<file path="src/rtl/core/clf_pkg.sv">
// ----------------------------------------------------------------------------
// clf_pkg
// Shared constants, types and controller/datapath interface structs for the
// command line framer.
// ----------------------------------------------------------------------------
package clf_pkg;

  // Longest command line that can be stored
  localparam int unsigned MAX_LEN = 32;

  // Store address and fill count widths
  localparam int unsigned ADDR_W = (MAX_LEN > 1) ? $clog2(MAX_LEN) : 1;
  localparam int unsigned FILL_W = $clog2(MAX_LEN + 1);

  // Result field widths
  localparam int unsigned CHAR_W = 8;
  localparam int unsigned LEN_W  = 6;

  // Character codes
  localparam logic [CHAR_W-1:0] CH_START = 8'h23;
  localparam logic [CHAR_W-1:0] CH_LF    = 8'h0A;
  localparam logic [CHAR_W-1:0] CH_CR    = 8'h0D;

  // Result kinds
  typedef enum logic [1:0] {
    KIND_BYTE    = 2'd0,
    KIND_EMPTY   = 2'd1,
    KIND_PROMPT  = 2'd2,
    KIND_TOOLONG = 2'd3
  } kind_e;

  // Controller to datapath commands
  typedef struct packed {
    logic  cap;        // capture the incoming character
    logic  store;      // write the captured character into the line store
    logic  start_cmd;  // enter receiving with an empty line
    logic  end_cmd;    // return to waiting, clear the fill count
    logic  emit;       // load the output register
    kind_e emit_kind;  // kind of the loaded result
    logic  rd_first;   // rewind the read index
    logic  rd_issue;   // read the line store at the read index
    logic  rd_next;    // advance the read index
  } clf_cmd_t;

  // Datapath to controller status
  typedef struct packed {
    logic enable;
    logic receiving;
    logic is_start;
    logic is_eol;
    logic fill_zero;
    logic fill_full;
    logic rd_last;
    logic out_free;
  } clf_status_t;

endpackage

</file>
<file path="src/rtl/core/command_line_framer.sv">
// ----------------------------------------------------------------------------
// command_line_framer
// Frames command lines from a character stream: '#' opens a line, CR or LF
// closes it, and the stored line streams out byte by byte.
//
//   Channel  Direction  Handshake              Payload
//   in       input      in_valid_i/in_stall_o   char_in_i
//   out      output     out_valid_o/out_stall_i kind_o, data_o, length_o, last_o
//   cfg      input      cfg_we_i                cfg_wdata_i (enable)
//
// Each character is captured, then decided on, before the next is taken.
// A completed line streams out byte by byte: each byte costs a read
// of the line store RAM and the output load of its registered read data.
// Reset clears enable, the line state and the output valid; no clearing pass.
// A stalled output holds the controller in its deciding or emitting state;
// a result waits in the output register while the next character is taken.
// ----------------------------------------------------------------------------
module command_line_framer
  import clf_pkg::*;
(
  input  logic              clk_i,
  input  logic              rst_ni,
  input  logic              cfg_we_i,
  input  logic              cfg_wdata_i,
  input  logic              in_valid_i,
  output logic              in_stall_o,
  input  logic [CHAR_W-1:0] char_in_i,
  output logic              out_valid_o,
  input  logic              out_stall_i,
  output logic [1:0]        kind_o,
  output logic [CHAR_W-1:0] data_o,
  output logic [LEN_W-1:0]  length_o,
  output logic              last_o
);

  clf_cmd_t    cmd;
  clf_status_t status;

  clf_ctrl u_ctrl (
    .clk_i      (clk_i),
    .rst_ni     (rst_ni),
    .in_valid_i (in_valid_i),
    .in_stall_o (in_stall_o),
    .status_i   (status),
    .cmd_o      (cmd)
  );

  clf_datapath u_datapath (
    .clk_i       (clk_i),
    .rst_ni      (rst_ni),
    .cfg_we_i    (cfg_we_i),
    .cfg_wdata_i (cfg_wdata_i),
    .char_in_i   (char_in_i),
    .cmd_i       (cmd),
    .status_o    (status),
    .out_valid_o (out_valid_o),
    .out_stall_i (out_stall_i),
    .kind_o      (kind_o),
    .data_o      (data_o),
    .length_o    (length_o),
    .last_o      (last_o)
  );

endmodule

</file>
<file path="src/rtl/core/clf_ram.sv">
// ----------------------------------------------------------------------------
// clf_ram
// Generic single-write, single-read RAM with registered read data.
// ----------------------------------------------------------------------------
module clf_ram #(
  parameter int unsigned WIDTH = 8,
  parameter int unsigned DEPTH = 32
) (
  input  logic                                        clk_i,
  input  logic                                        we_i,
  input  logic [((DEPTH > 1) ? $clog2(DEPTH) : 1)-1:0] waddr_i,
  input  logic [WIDTH-1:0]                            wdata_i,
  input  logic                                        re_i,
  input  logic [((DEPTH > 1) ? $clog2(DEPTH) : 1)-1:0] raddr_i,
  output logic [WIDTH-1:0]                            rdata_o
);

  logic [WIDTH-1:0] mem_q [DEPTH];
  logic [WIDTH-1:0] rdata_q;

  // Write port
  always_ff @(posedge clk_i) begin
    if (we_i) begin
      mem_q[waddr_i] <= wdata_i;
    end
  end

  // Registered read port, holds between reads
  always_ff @(posedge clk_i) begin
    if (re_i) begin
      rdata_q <= mem_q[raddr_i];
    end
  end

  assign rdata_o = rdata_q;

endmodule

</file>
<file path="src/rtl/core/clf_datapath.sv">
// ----------------------------------------------------------------------------
// clf_datapath
// Character capture, enable and line state, line store and output register
// of the command line framer.
// ----------------------------------------------------------------------------
module clf_datapath
  import clf_pkg::*;
(
  input  logic              clk_i,
  input  logic              rst_ni,
  input  logic              cfg_we_i,
  input  logic              cfg_wdata_i,
  input  logic [CHAR_W-1:0] char_in_i,
  input  clf_cmd_t          cmd_i,
  output clf_status_t       status_o,
  output logic              out_valid_o,
  input  logic              out_stall_i,
  output logic [1:0]        kind_o,
  output logic [CHAR_W-1:0] data_o,
  output logic [LEN_W-1:0]  length_o,
  output logic              last_o
);

  logic [CHAR_W-1:0] char_q;
  logic              enable_q;
  logic              receiving_q;
  logic [FILL_W-1:0] fill_q, fill_d;
  logic [ADDR_W-1:0] rd_idx_q;
  logic [CHAR_W-1:0] ram_rdata;

  logic              out_valid_q;
  kind_e             kind_q, kind_d;
  logic [CHAR_W-1:0] data_q, data_d;
  logic [LEN_W-1:0]  length_q, length_d;
  logic              last_q, last_d;
  logic              rd_last;

  // Capture the character of the accepted beat
  always_ff @(posedge clk_i) begin
    if (cmd_i.cap) begin
      char_q <= char_in_i;
    end
  end

  // Line state: a config write aborts any partial line
  always_comb begin
    fill_d = fill_q;
    if (cmd_i.start_cmd || cmd_i.end_cmd) begin
      fill_d = '0;
    end else if (cmd_i.store) begin
      fill_d = fill_q + FILL_W'(1);
    end
  end

  always_ff @(posedge clk_i or negedge rst_ni) begin
    if (!rst_ni) begin
      enable_q    <= 1'b0;
      receiving_q <= 1'b0;
      fill_q      <= '0;
    end else if (cfg_we_i) begin
      enable_q    <= cfg_wdata_i;
      receiving_q <= 1'b0;
      fill_q      <= '0;
    end else begin
      fill_q <= fill_d;
      if (cmd_i.start_cmd) begin
        receiving_q <= 1'b1;
      end else if (cmd_i.end_cmd) begin
        receiving_q <= 1'b0;
      end
    end
  end

  // Read index for streaming the stored line
  always_ff @(posedge clk_i or negedge rst_ni) begin
    if (!rst_ni) begin
      rd_idx_q <= '0;
    end else if (cmd_i.rd_first) begin
      rd_idx_q <= '0;
    end else if (cmd_i.rd_next) begin
      rd_idx_q <= rd_idx_q + ADDR_W'(1);
    end
  end

  assign rd_last = ((FILL_W'(rd_idx_q) + FILL_W'(1)) == fill_q);

  // Line store
  clf_ram #(
    .WIDTH (CHAR_W),
    .DEPTH (MAX_LEN)
  ) u_line_ram (
    .clk_i   (clk_i),
    .we_i    (cmd_i.store),
    .waddr_i (fill_q[ADDR_W-1:0]),
    .wdata_i (char_q),
    .re_i    (cmd_i.rd_issue),
    .raddr_i (rd_idx_q),
    .rdata_o (ram_rdata)
  );

  // Build the result payload
  always_comb begin
    kind_d   = cmd_i.emit_kind;
    data_d   = '0;
    length_d = '0;
    last_d   = 1'b1;
    if (cmd_i.emit_kind == KIND_BYTE) begin
      data_d   = ram_rdata;
      length_d = LEN_W'(fill_q);
      last_d   = rd_last;
    end
  end

  // Output register: drop valid once the beat is taken
  always_ff @(posedge clk_i or negedge rst_ni) begin
    if (!rst_ni) begin
      out_valid_q <= 1'b0;
    end else if (cmd_i.emit) begin
      out_valid_q <= 1'b1;
    end else if (!out_stall_i) begin
      out_valid_q <= 1'b0;
    end
  end

  always_ff @(posedge clk_i) begin
    if (cmd_i.emit) begin
      kind_q   <= kind_d;
      data_q   <= data_d;
      length_q <= length_d;
      last_q   <= last_d;
    end
  end

  // Status to the controller
  always_comb begin
    status_o.enable    = enable_q;
    status_o.receiving = receiving_q;
    status_o.is_start  = (char_q == CH_START);
    status_o.is_eol    = (char_q == CH_CR) || (char_q == CH_LF);
    status_o.fill_zero = (fill_q == '0);
    status_o.fill_full = (fill_q >= FILL_W'(MAX_LEN));
    status_o.rd_last   = rd_last;
    status_o.out_free  = !out_valid_q || !out_stall_i;
  end

  assign out_valid_o = out_valid_q;
  assign kind_o      = kind_q;
  assign data_o      = data_q;
  assign length_o    = length_q;
  assign last_o      = last_q;

endmodule

</file>
<file path="src/rtl/core/clf_ctrl.sv">
// ----------------------------------------------------------------------------
// clf_ctrl
// Controller state machine of the command line framer: takes a character,
// decides on it, and sequences the streaming of a completed line.
// ----------------------------------------------------------------------------
module clf_ctrl
  import clf_pkg::*;
(
  input  logic        clk_i,
  input  logic        rst_ni,
  input  logic        in_valid_i,
  output logic        in_stall_o,
  input  clf_status_t status_i,
  output clf_cmd_t    cmd_o
);

  typedef enum logic [3:0] {
    S_IN   = 4'b0001,
    S_EVAL = 4'b0010,
    S_READ = 4'b0100,
    S_EMIT = 4'b1000
  } state_e;

  state_e state_q, state_d;

  assign in_stall_o = (state_q != S_IN);

  // Next state and commands
  always_comb begin
    state_d = state_q;
    cmd_o   = '0;
    unique case (state_q)
      S_IN: begin
        if (in_valid_i) begin
          cmd_o.cap = 1'b1;
          state_d   = S_EVAL;
        end
      end
      S_EVAL: begin
        if (!status_i.enable) begin
          state_d = S_IN;
        end else if (!status_i.receiving) begin
          if (status_i.is_start) begin
            cmd_o.start_cmd = 1'b1;
            state_d         = S_IN;
          end else if (status_i.is_eol) begin
            // hold until the output register is free
            if (status_i.out_free) begin
              cmd_o.emit      = 1'b1;
              cmd_o.emit_kind = KIND_PROMPT;
              state_d         = S_IN;
            end
          end else begin
            state_d = S_IN;
          end
        end else if (status_i.is_eol) begin
          if (status_i.fill_zero) begin
            if (status_i.out_free) begin
              cmd_o.emit      = 1'b1;
              cmd_o.emit_kind = KIND_EMPTY;
              cmd_o.end_cmd   = 1'b1;
              state_d         = S_IN;
            end
          end else begin
            cmd_o.rd_first = 1'b1;
            state_d        = S_READ;
          end
        end else if (status_i.fill_full) begin
          if (status_i.out_free) begin
            cmd_o.emit      = 1'b1;
            cmd_o.emit_kind = KIND_TOOLONG;
            cmd_o.end_cmd   = 1'b1;
            state_d         = S_IN;
          end
        end else begin
          cmd_o.store = 1'b1;
          state_d     = S_IN;
        end
      end
      S_READ: begin
        cmd_o.rd_issue = 1'b1;
        state_d        = S_EMIT;
      end
      S_EMIT: begin
        // emit one stored byte, then read the next or finish the line
        if (status_i.out_free) begin
          cmd_o.emit      = 1'b1;
          cmd_o.emit_kind = KIND_BYTE;
          if (status_i.rd_last) begin
            cmd_o.end_cmd = 1'b1;
            state_d       = S_IN;
          end else begin
            cmd_o.rd_next = 1'b1;
            state_d       = S_READ;
          end
        end
      end
      default: begin
        state_d = S_IN;
      end
    endcase
  end

  always_ff @(posedge clk_i or negedge rst_ni) begin
    if (!rst_ni) begin
      state_q <= S_IN;
    end else begin
      state_q <= state_d;
    end
  end

endmodule

</file>
<file path="config.mk">
export PLATFORM = sky130hd
export DESIGN_NAME = command_line_framer
export DESIGN_NICKNAME = d
export VERILOG_FILES = /design/src/rtl/core/clf_pkg.sv /design/src/rtl/core/command_line_framer.sv /design/src/rtl/core/clf_ram.sv /design/src/rtl/core/clf_datapath.sv /design/src/rtl/core/clf_ctrl.sv
export SDC_FILE = /design/constraint.sdc
export NUM_CORES = 1
export LEC_CHECK = 0
export BUFFER_PORTS_ARGS = -buffer_cell sky130_fd_sc_hd__buf_2
export CORE_MARGIN = 1.5
export CORE_UTILIZATION = 55
export DETAILED_ROUTE_END_ITERATION = 8
export PLACE_DENSITY = 0.72
export SYNTH_ARGS = -nofsm -noshare
export SYNTH_HDL_FRONTEND = slang
export SYNTH_HIERARCHICAL = 1
export SYNTH_SLANG_ARGS = --single-unit
</file>
<file path="constraint.sdc">
create_clock -name clk_i -period 5.2 [get_ports clk_i]
set_input_delay 0 -clock clk_i [delete_from_list [all_inputs] [get_ports clk_i]]
set_output_delay 0 -clock clk_i [all_outputs]
set_load 0.02 [all_outputs]
</file>
Yosys cells after proc, flatten, opt, wreduce, memory -nomap -nowiden
Memories as Yosys holds them, arrays and structs flattened. A register that Yosys moved wholly into a read port is not among the register bits.
Cells that the tools add are included.
{ "op_classes": {"mux": 54, "n_lt_le_gt_ge": 1, "add_sub_neg": 3, "reduce_logical": 11, "eq_ne": 12} }
{ "ops": {"columns": ["cell", "count"], "rows": [
  ["$mux W4", 16],
  ["$mux W1", 24],
  ["$mux W6", 3],
  ["$eq A8 B4 Y1 const B", 2],
  ["$pmux W4 S4", 1],
  ["$mux W3", 5],
  ["$mux W5", 2],
  ["$eq A8 B6 Y1 const B", 1],
  ["$pmux W4 S2", 1],
  ["$mux W7", 1],
  ["$add A5 B1 Y6 const B", 1],
  ["$add A6 B1 Y6 const B", 1],
  ["$eq A6 B6 Y1", 1],
  ["$ge A6 B6 Y1 const B", 1],
  ["$logic_not A6 Y1", 1],
  ["$reduce_bool A3 Y1", 2],
  ["$add A5 B1 Y5 const B", 1],
  ["$eq A4 B1 Y1 const B", 1],
  ["$eq A4 B2 Y1 const B", 1],
  ["$eq A4 B3 Y1 const B", 1],
  ["$eq A4 B4 Y1 const B", 1],
  ["$ne A2 B2 Y1 const B", 2],
  ["$ne A4 B1 Y1 const B", 1],
  ["$logic_or A1 B1 Y1", 3],
  ["other kinds (6)", 7]
]} }
{ "totals": {"n_memories": 1, "output_inout_bits": 19, "elab_cells": 93, "ramBits": 256, "inputBits": 14, "reg_bits": 43} }
{ "mem_list": {"columns": ["name", "words", "word_bits", "read_ports", "rd_clocked_by_memory_dff", "wr", "line", "rtl"], "rows": [
  ["u_datapath.u_line_ram.mem_q", 32, 8, 1, 1, 1, "clf_ram.sv:18", "logic [WIDTH-1:0] mem_q [DEPTH];"]
]} }

Longest topological paths before layout
Gate-level depths: netlist of run 1.
{ "logic_depth": {"ltp_word": 11, "depth_mapped": 11, "mapped_depth_nobuf": 10} }

Modules after synthesis
The synthesis of run 1 kept the hierarchy.
{ "by_module_without_submodules": {"columns": ["mod", "seq_area_each_um2", "area_per_inst_um2", "cells_per_inst", "n_inst"], "rows": [
  ["clf_ram", 7927.6, 10133.5, 417, 1],
  ["clf_datapath", 1101.1, 1665.3, 127, 1],
  ["clf_ctrl", 101.3, 394.1, 51, 1]
]} }

Worst setup path before layout of run 1
No wires, ideal clock.
{ "synth_path": {"path_type": "reg2reg", "from": "register u_datapath.char_q[2]", "to": "memory u_datapath.u_line_ram.mem_q[28][0] (enable)", "required_ns": 4.830, "path_buffers": 1, "t_arrival_ns": 2.901, "setup_time_ns": 0.370, "path_slack_ns": 1.929, "period_less_slack_ns": 3.271, "stages_incl_launch_ff": 8, "path_cell_list": "edfxtp_1 nand2b_1 o21ai_0 and4b_1 nor3_1 or3b_2 clkbuf_1 nor2_1"} }
{ "synth_lines": {"columns": ["item", "line", "rtl"], "rows": [
  ["start: declaration", "clf_datapath.sv:24", "logic [CHAR_W-1:0] char_q;"],
  ["start signal: assignment", "clf_datapath.sv:41", "char_q <= char_in_i;"],
  ["end: declaration", "clf_ram.sv:18", null]
]} }

==> reports/qor.yml, run 1 <==
run_status:
  outcome: "finished clean"
clock_tree:
  cts_setup_buffers: 0
  cts_resized: 0
  clock-sinks: 307
  root_buffer: "clkbuf_16"
  path_clk_slew_ns: 0.06
  clock_path_buffers: 3
  ctsHoldBuffers: 15
  htreeDepth: 1
  cts_tree: "built"
  clk_latency_ns: 0.53
  cts_made_buffers: 29
routing:
  drt_iter0_drc: 511
  via_per_inst: 6.21
  wl_per_cell_um: 25.5
  antenna_left: 0
  routed_wl_mm: 24.5
  drc: 0
  vias: 5955
  dr.pass1.iters: 5
synth:
  ys_top_cells_by_area: "edfxtp_1 71%, mux4_2 15%, dfrtp_1 3.5%, nor2_1 1.5%, mux2_2 0.92%"
  yosys_most_used_dff: "edfxtp_1"
  synth_cells: 595
  avgSynthCellArea_um2: 20.5
  ys_ff_latch: 307
  synth.top_cell.area_share_pct: 71.2
  yosysUniqueCellTypes: 45
  synth_warnings: 6
  synth_seq_area_share_pct: 74.9
  synthArstFlopShare_pct: 5.86
  synth_fp_nets: 612
  synth_edf_count: 289
  synth_area_um2: 12200
  yosysTopAreaCell: "edfxtp_1"
worst_setup_path:
  cp_slowest_stage_delay_ns: 0.78
  path_class: "reg2reg"
  cp-start-kind: "register"
  r2r_slack_ns: 1.74
  reg2reg_depth: 8
  path_max_fanout: 20
  cpMostUsedCell: "buf_4"
  r2r_start: "u_datapath/char_q[0]"
  end_kind: "register"
  crit_required_ns: 5.36
  crit_slowest_cell: "nor2_1"
  arrival_ns: 3.62
  r2r_end: "u_datapath/u_line_ram/mem_q[3][2]"
  crit_chain: "buf_4 -> nand3b_1 -> o21ai_0 -> and4b_1 -> nor3_1 -> buf_4 -> nand3_1 -> nor2_1"
power:
  irDropWorstVdd_mv: 0.203
  p_per_area_nw_per_um2: 366
  p_leak_nw: 4.46
placement:
  dpl-instance-area_um2: 12700
  place.gp.congestion: 0.813
  port_buffers: 32
  dp_hpwl_mm: 15.3
timing:
  min_period_over_period_pct: 66.5
  tightest_slew_ns: 1.11
  clock_skew_ns: 0.0109
  slew_violations: 0
  period_minus_slack_ns: 3.46
  setup_viol: 0
  hold_viol: 0
  slew_headroom_pct: 26.1
  rsz0062_at_grt: "no"
  fmax_ghz: 0.289
  final.setup.tns_ns: 0
worst_hold_path:
  min_path_cells: 2
  hold_start: "char_in_i[3]"
  hp-class: "in2reg"
  holdPathEnd: "u_datapath/char_q[3]"
final_layout:
  fillers: 1417
  area_growth_pct: 12.7
  finalInstanceArea_um2: 13700
  nNetsFinal: 675
  antennaDiodeCount: 0
  drive_gt1_share_pct: 28.0
global_routing:
  overflow: 0
  grt_usage_pct: 21.8
  antenna_found_initial: 0
  grt_pass1_wl_mm: 38.0
  grt_max_degree: 47
  grt_pass1_vias: 6163
floorplanning:
  coreArea_um2: 21800
  row_count: 54
  start_util_pct: 56.0
  ioPinCount: 33
  fp.dieW_um: 152
  dieHeight_um: 152
  fp.dieArea_um2: 23100
flow_run:
  drv_cap: 0
-- sequential cells by signal, summed over array words and instances, names as in the netlist, 4 cells and up --
signal                         cells
u_datapath/u_line_ram/mem_q      256
u_datapath/fill_q                  6
u_ctrl/state_q                     4
u_datapath/char_q                  8
u_datapath/u_line_ram/rdata_o      8
u_datapath/data_o                  8
u_datapath/length_o                6
u_datapath/rd_idx_q                5
-- power by group --
group	switching, W	internal (W)	total, W
sequential	0.0000202	0.00277	0.00279
clock	0.000865	0.00121	0.00208
combinational	0.000120	0.0000382	0.000158
total	0.00101	0.00402	0.00503
-- placed cells by master (no fill, tap or decap), types with 2 or more instances in the layout --
cell,Yosys,routed
edfxtp_1,289,289
mux4_2,80,80
nor2_1,50,50
buf_2,1,32
clkbuf_16,0,29
dlygate4sd3_1,0,15
dfrtp_1,17,15
and2_1,14,14
buf_4,9,12
mux2_2,10,10
nand2_1,10,10
clkinv_2,0,9
xnor2_1,9,9
a21oi_1,8,8
xor2_1,8,8
nand3_1,7,7
inv_1,6,6
nor3_1,6,6
or3_1,6,6
nand3b_1,6,6
clkinv_1,0,5
bufinv_16,0,4
nand2b_1,4,4
clkinvlp_4,0,3
nor3b_1,3,3
nor2b_1,3,3
nand4_1,3,3
ha_1,3,3
or3b_2,3,3
clkbuf_1,11,2
a31oi_1,2,2
a21o_1,2,2
o21ai_0,2,2
mux2i_1,2,2
-- cell type report --
class                      instances  area [um^2]  share of cell area, %
inverter                           6         22.5                  0.164
clock inverter                    21          206                   1.50
multi-input combinational        255         2900                   21.1
clock buffer                      31          733                   5.33
sequential                       307         9140                   66.5
tap                              280          350                   2.55
timing repair buffer              59          400                   2.91
-- cells in the mapped netlist, types with 2 or more instances --
cell type / number
inv_1: 6
buf_4: 9
o21ai_0: 2
nor2b_1: 3
mux4_2: 80
mux2i_1: 2
clkbuf_1: 11
ha_1: 3
nand2b_1: 4
edfxtp_1: 289
or3b_2: 3
buf_1: 5
nor3b_1: 3
mux2_2: 10
nor2_1: 50
or3_1: 6
xor2_1: 8
nand3_1: 7
a21o_1: 2
nor3_1: 6
dfrtp_1: 17
a31oi_1: 2
nand3b_1: 6
xnor2_1: 9
nand2_1: 10
a21oi_1: 8
nand4_1: 3
and2_1: 14
-- how the worst max path moves through the flow --
stage	from	endpoint	slack, ns	cells after the start
after CTS	u_datapath/char_q[0]	u_datapath/u_line_ram/mem_q[24][5]	1.77	8
after global routing	u_datapath/char_q[0]	u_datapath/u_line_ram/mem_q[20][6]	1.57	8
after global placement	u_datapath/char_q[0]	u_datapath/u_line_ram/mem_q[28][4]	1.89	8
after floorplan	u_datapath/char_q[2]	u_datapath/u_line_ram/mem_q[28][0]	1.93	7
after detailed placement	u_datapath/char_q[0]	u_datapath/u_line_ram/mem_q[24][6]	1.78	8
final	u_datapath/char_q[0]	u_datapath/u_line_ram/mem_q[3][2]	1.74	8
-- routing by layer --
metal / wire length (um) / up-vias / GRT usage [%]
met3: 1860 / 50 / 3.62
met4: 708 / 0 / 6.84
met5: 0 / - / 0
met2: 11900 / 283 / 35.1
met1: 9980 / 3093 / 31.0
li1: - / 2529 / -
-- through the flow --
step | cells | util, % | power [W] | setup slack, ns | hold WS, ns
final | 959 | 63.2 | 0.00503 | 1.74 | 0.173
after global routing | 959 | 63.2 | 0.00516 | 1.57 | 0.167
after CTS | 959 | 63.2 | 0.00506 | 1.77 | 0.169
after detailed placement | 892 | 58.2 | 0.00300 | 1.78 | -0.0347
after global placement | 892 | 58.2 | 0.00299 | 1.89 | -0.0423
after floorplan | 595 | - | 0.00291 | 1.93 | -0.296
-- worst max-delay path, delay by kind of cell (launching register included) --
| kind | cells | cell delay, ns |
|---|---|---|
| and+or+nand+nor | 5 | 1.82 |
| DFF | 1 | 0.64 |
| buffers and inverters | 2 | 0.52 |
| AOI/OAI and AO/OA | 1 | 0.08 |
-- logic make-up (layout without fill, tap and decap cells) --
kind of cell,Yosys count,in the layout,synth area share [%]
mux,92,92,15.9
xor+xnor,17,17,1.22
compound gates,19,19,0.944
simple gates,124,124,5.42
flops,307,307,74.9
buf+inv,33,117,1.36
fa+ha+maj,3,3,0.308
Power figures use the tool's default switching activity.
==> run 2: changes to the inputs <==
- PLACE_DENSITY: 0.72 -> 0.74
- clock period: 5.2 -> 3 ns (I/O delays scaled with it)
==> reports/qor.yml, run 2 (synthesis gave the netlist of run 1 again) <==
timing:
  period_minus_slack_ns: 2.68
  tightest_slew_ns: 0.834
  rsz0062_at_grt: "no"
  min_period_over_period_pct: 89.4
  slew_headroom_pct: 44.2
  final.setup.tns_ns: 0
  setup_viol: 0
  clock_skew_ns: 0.0156
  slew_violations: 0
  hold_viol: 0
  fmax_ghz: 0.373
  setup_ws_ns: 0.318
final_layout:
  final_common_cell: "edfxtp_1"
  nNetsFinal: 718
  max_flop_register: "u_datapath/u_line_ram/mem_q"
  drive_gt1_share_pct: 31.5
  antennaDiodeCount: 0
  area_growth_pct: 15.9
  largest_reg_flops: 256
  finalInstanceArea_um2: 14100
  layout_common_cells: "289 x edfxtp_1, 80 x mux4_2, 52 x buf_4"
placement:
  dpl-instance-area_um2: 13000
  port_buffers: 32
  preCtsSetupSlack_ns: 0.365
  dp_hpwl_mm: 15.1
  place.gp.congestion: 0.872
clock_tree:
  htreeDepth: 1
  cts_made_buffers: 30
  cts_tree: "built"
  clock_path_buffers: 3
  clock-sinks: 307
  cts_setup_buffers: 0
  clk_latency_ns: 0.55
  root_buffer: "clkbuf_16"
  path_clk_slew_ns: 0.06
global_routing:
  antenna_found_initial: 0
  overflow: 0
  grt_max_degree: 36
  grt_pass1_vias: 6221
  grt_pass1_wl_mm: 37.7
  grt_usage_pct: 21.5
floorplanning:
  row_count: 54
  coreArea_um2: 21800
  start_util_pct: 56.0
  fp.dieW_um: 152
  fp.dieArea_um2: 23100
  dieHeight_um: 152
  ioPinCount: 33
power:
  irDropWorstVdd_mv: 0.403
  p_leak_nw: 4.72
  p_per_area_nw_per_um2: 624
routing:
  drc: 0
  via_per_inst: 6.14
  wl_per_cell_um: 24.4
  antenna_left: 0
  dr.pass1.iters: 5
  vias: 6156
  drt_iter0_drc: 607
  routed_wl_mm: 24.5
worst_hold_path:
  hp-class: "in2reg"
worst_setup_path:
  r2r_slack_ns: 0.32
  arrival_ns: 2.85
  crit_required_ns: 3.17
  path_class: "reg2reg"
  cp-start-kind: "register"
  end_kind: "register"
  path_max_fanout: 18
flow_run:
  drv_cap: 0
run_status:
  outcome: "finished clean"
## run 2: final cells by class
| cell class | instances | area, um^2 |
|---|---|---|
| clock inverter | 18 | 183 |
| tap | 280 | 350 |
| clock buffer | 36 | 795 |
| fill | 1391 | 7620 |
| sequential | 307 | 9140 |
| timing repair buffer | 101 | 741 |
| multi-input combinational | 255 | 2910 |
| inverter | 6 | 22.5 |
## run 2: worst max-delay path: stages (launching register included)
cell and delay (ns):
edfxtp_1 0.50, nand2b_1 0.20, o21ai_0 0.15, and4b_1 0.34
nor3b_1 0.29, a21oi_1 0.09, nor2_1 0.13, o21a_1 0.60
## run 2: through the flow
stage	util, %	hold slack, ns	cells	total power, W
6_report	65.0	0.181	1003	0.00882
5_1_grt	65.0	0.167	1003	0.00905
4_1_cts	64.9	0.150	1003	0.00888
3_5_place_dp	59.8	-0.0396	934	0.00518
3_3_place_gp	59.8	-0.0473	934	0.00516
2_1_floorplan	-	-0.296	595	0.00504
## run 2: metal layers
| layer | part of all wire [%] | global-route usage [%] |
|---|---|---|
| met2 | 50 | 35.6 |
| met4 | 2.1 | 5.73 |
| met5 | 0 | 0 |
| met3 | 7.7 | 2.85 |
| met1 | 40 | 30.8 |
## run 2: path summary, 6_finish.rpt
| kind | from | cells after the start | end |
|---|---|---|---|
| worst min-delay path | char_in_i[0] | 2 | u_datapath/char_q[0] |
| worst max-delay path | u_datapath/char_q[2] | 7 | u_datapath/data_o[6] |
| min in group asynchronous | rst_ni | 3 | u_ctrl/state_q[0] |
| worst max register to register | u_datapath/char_q[2] | 7 | u_datapath/data_o[6] |
| max in group asynchronous | rst_ni | 4 | u_datapath/rd_idx_q[0] |
| worst min register to register | u_datapath/u_line_ram/rdata_o[1] | 1 | u_datapath/data_o[1] |
## run 2: report_power, final
| part | internal, W | leakage, nW | switching (W) |
|---|---|---|---|
| registers | 0.00481 | 2.86 | 0.0000232 |
| logic | 0.0000662 | 1.39 | 0.000206 |
| clock network | 0.00221 | 0.468 | 0.00151 |
## run 2: timing repair
item	4_1_cts	5_1_grt
gates resized for setup	0	1
endpoints found under the setup margin	0	12
endpoints found under the hold margin	37	0
hold buffers	15	0
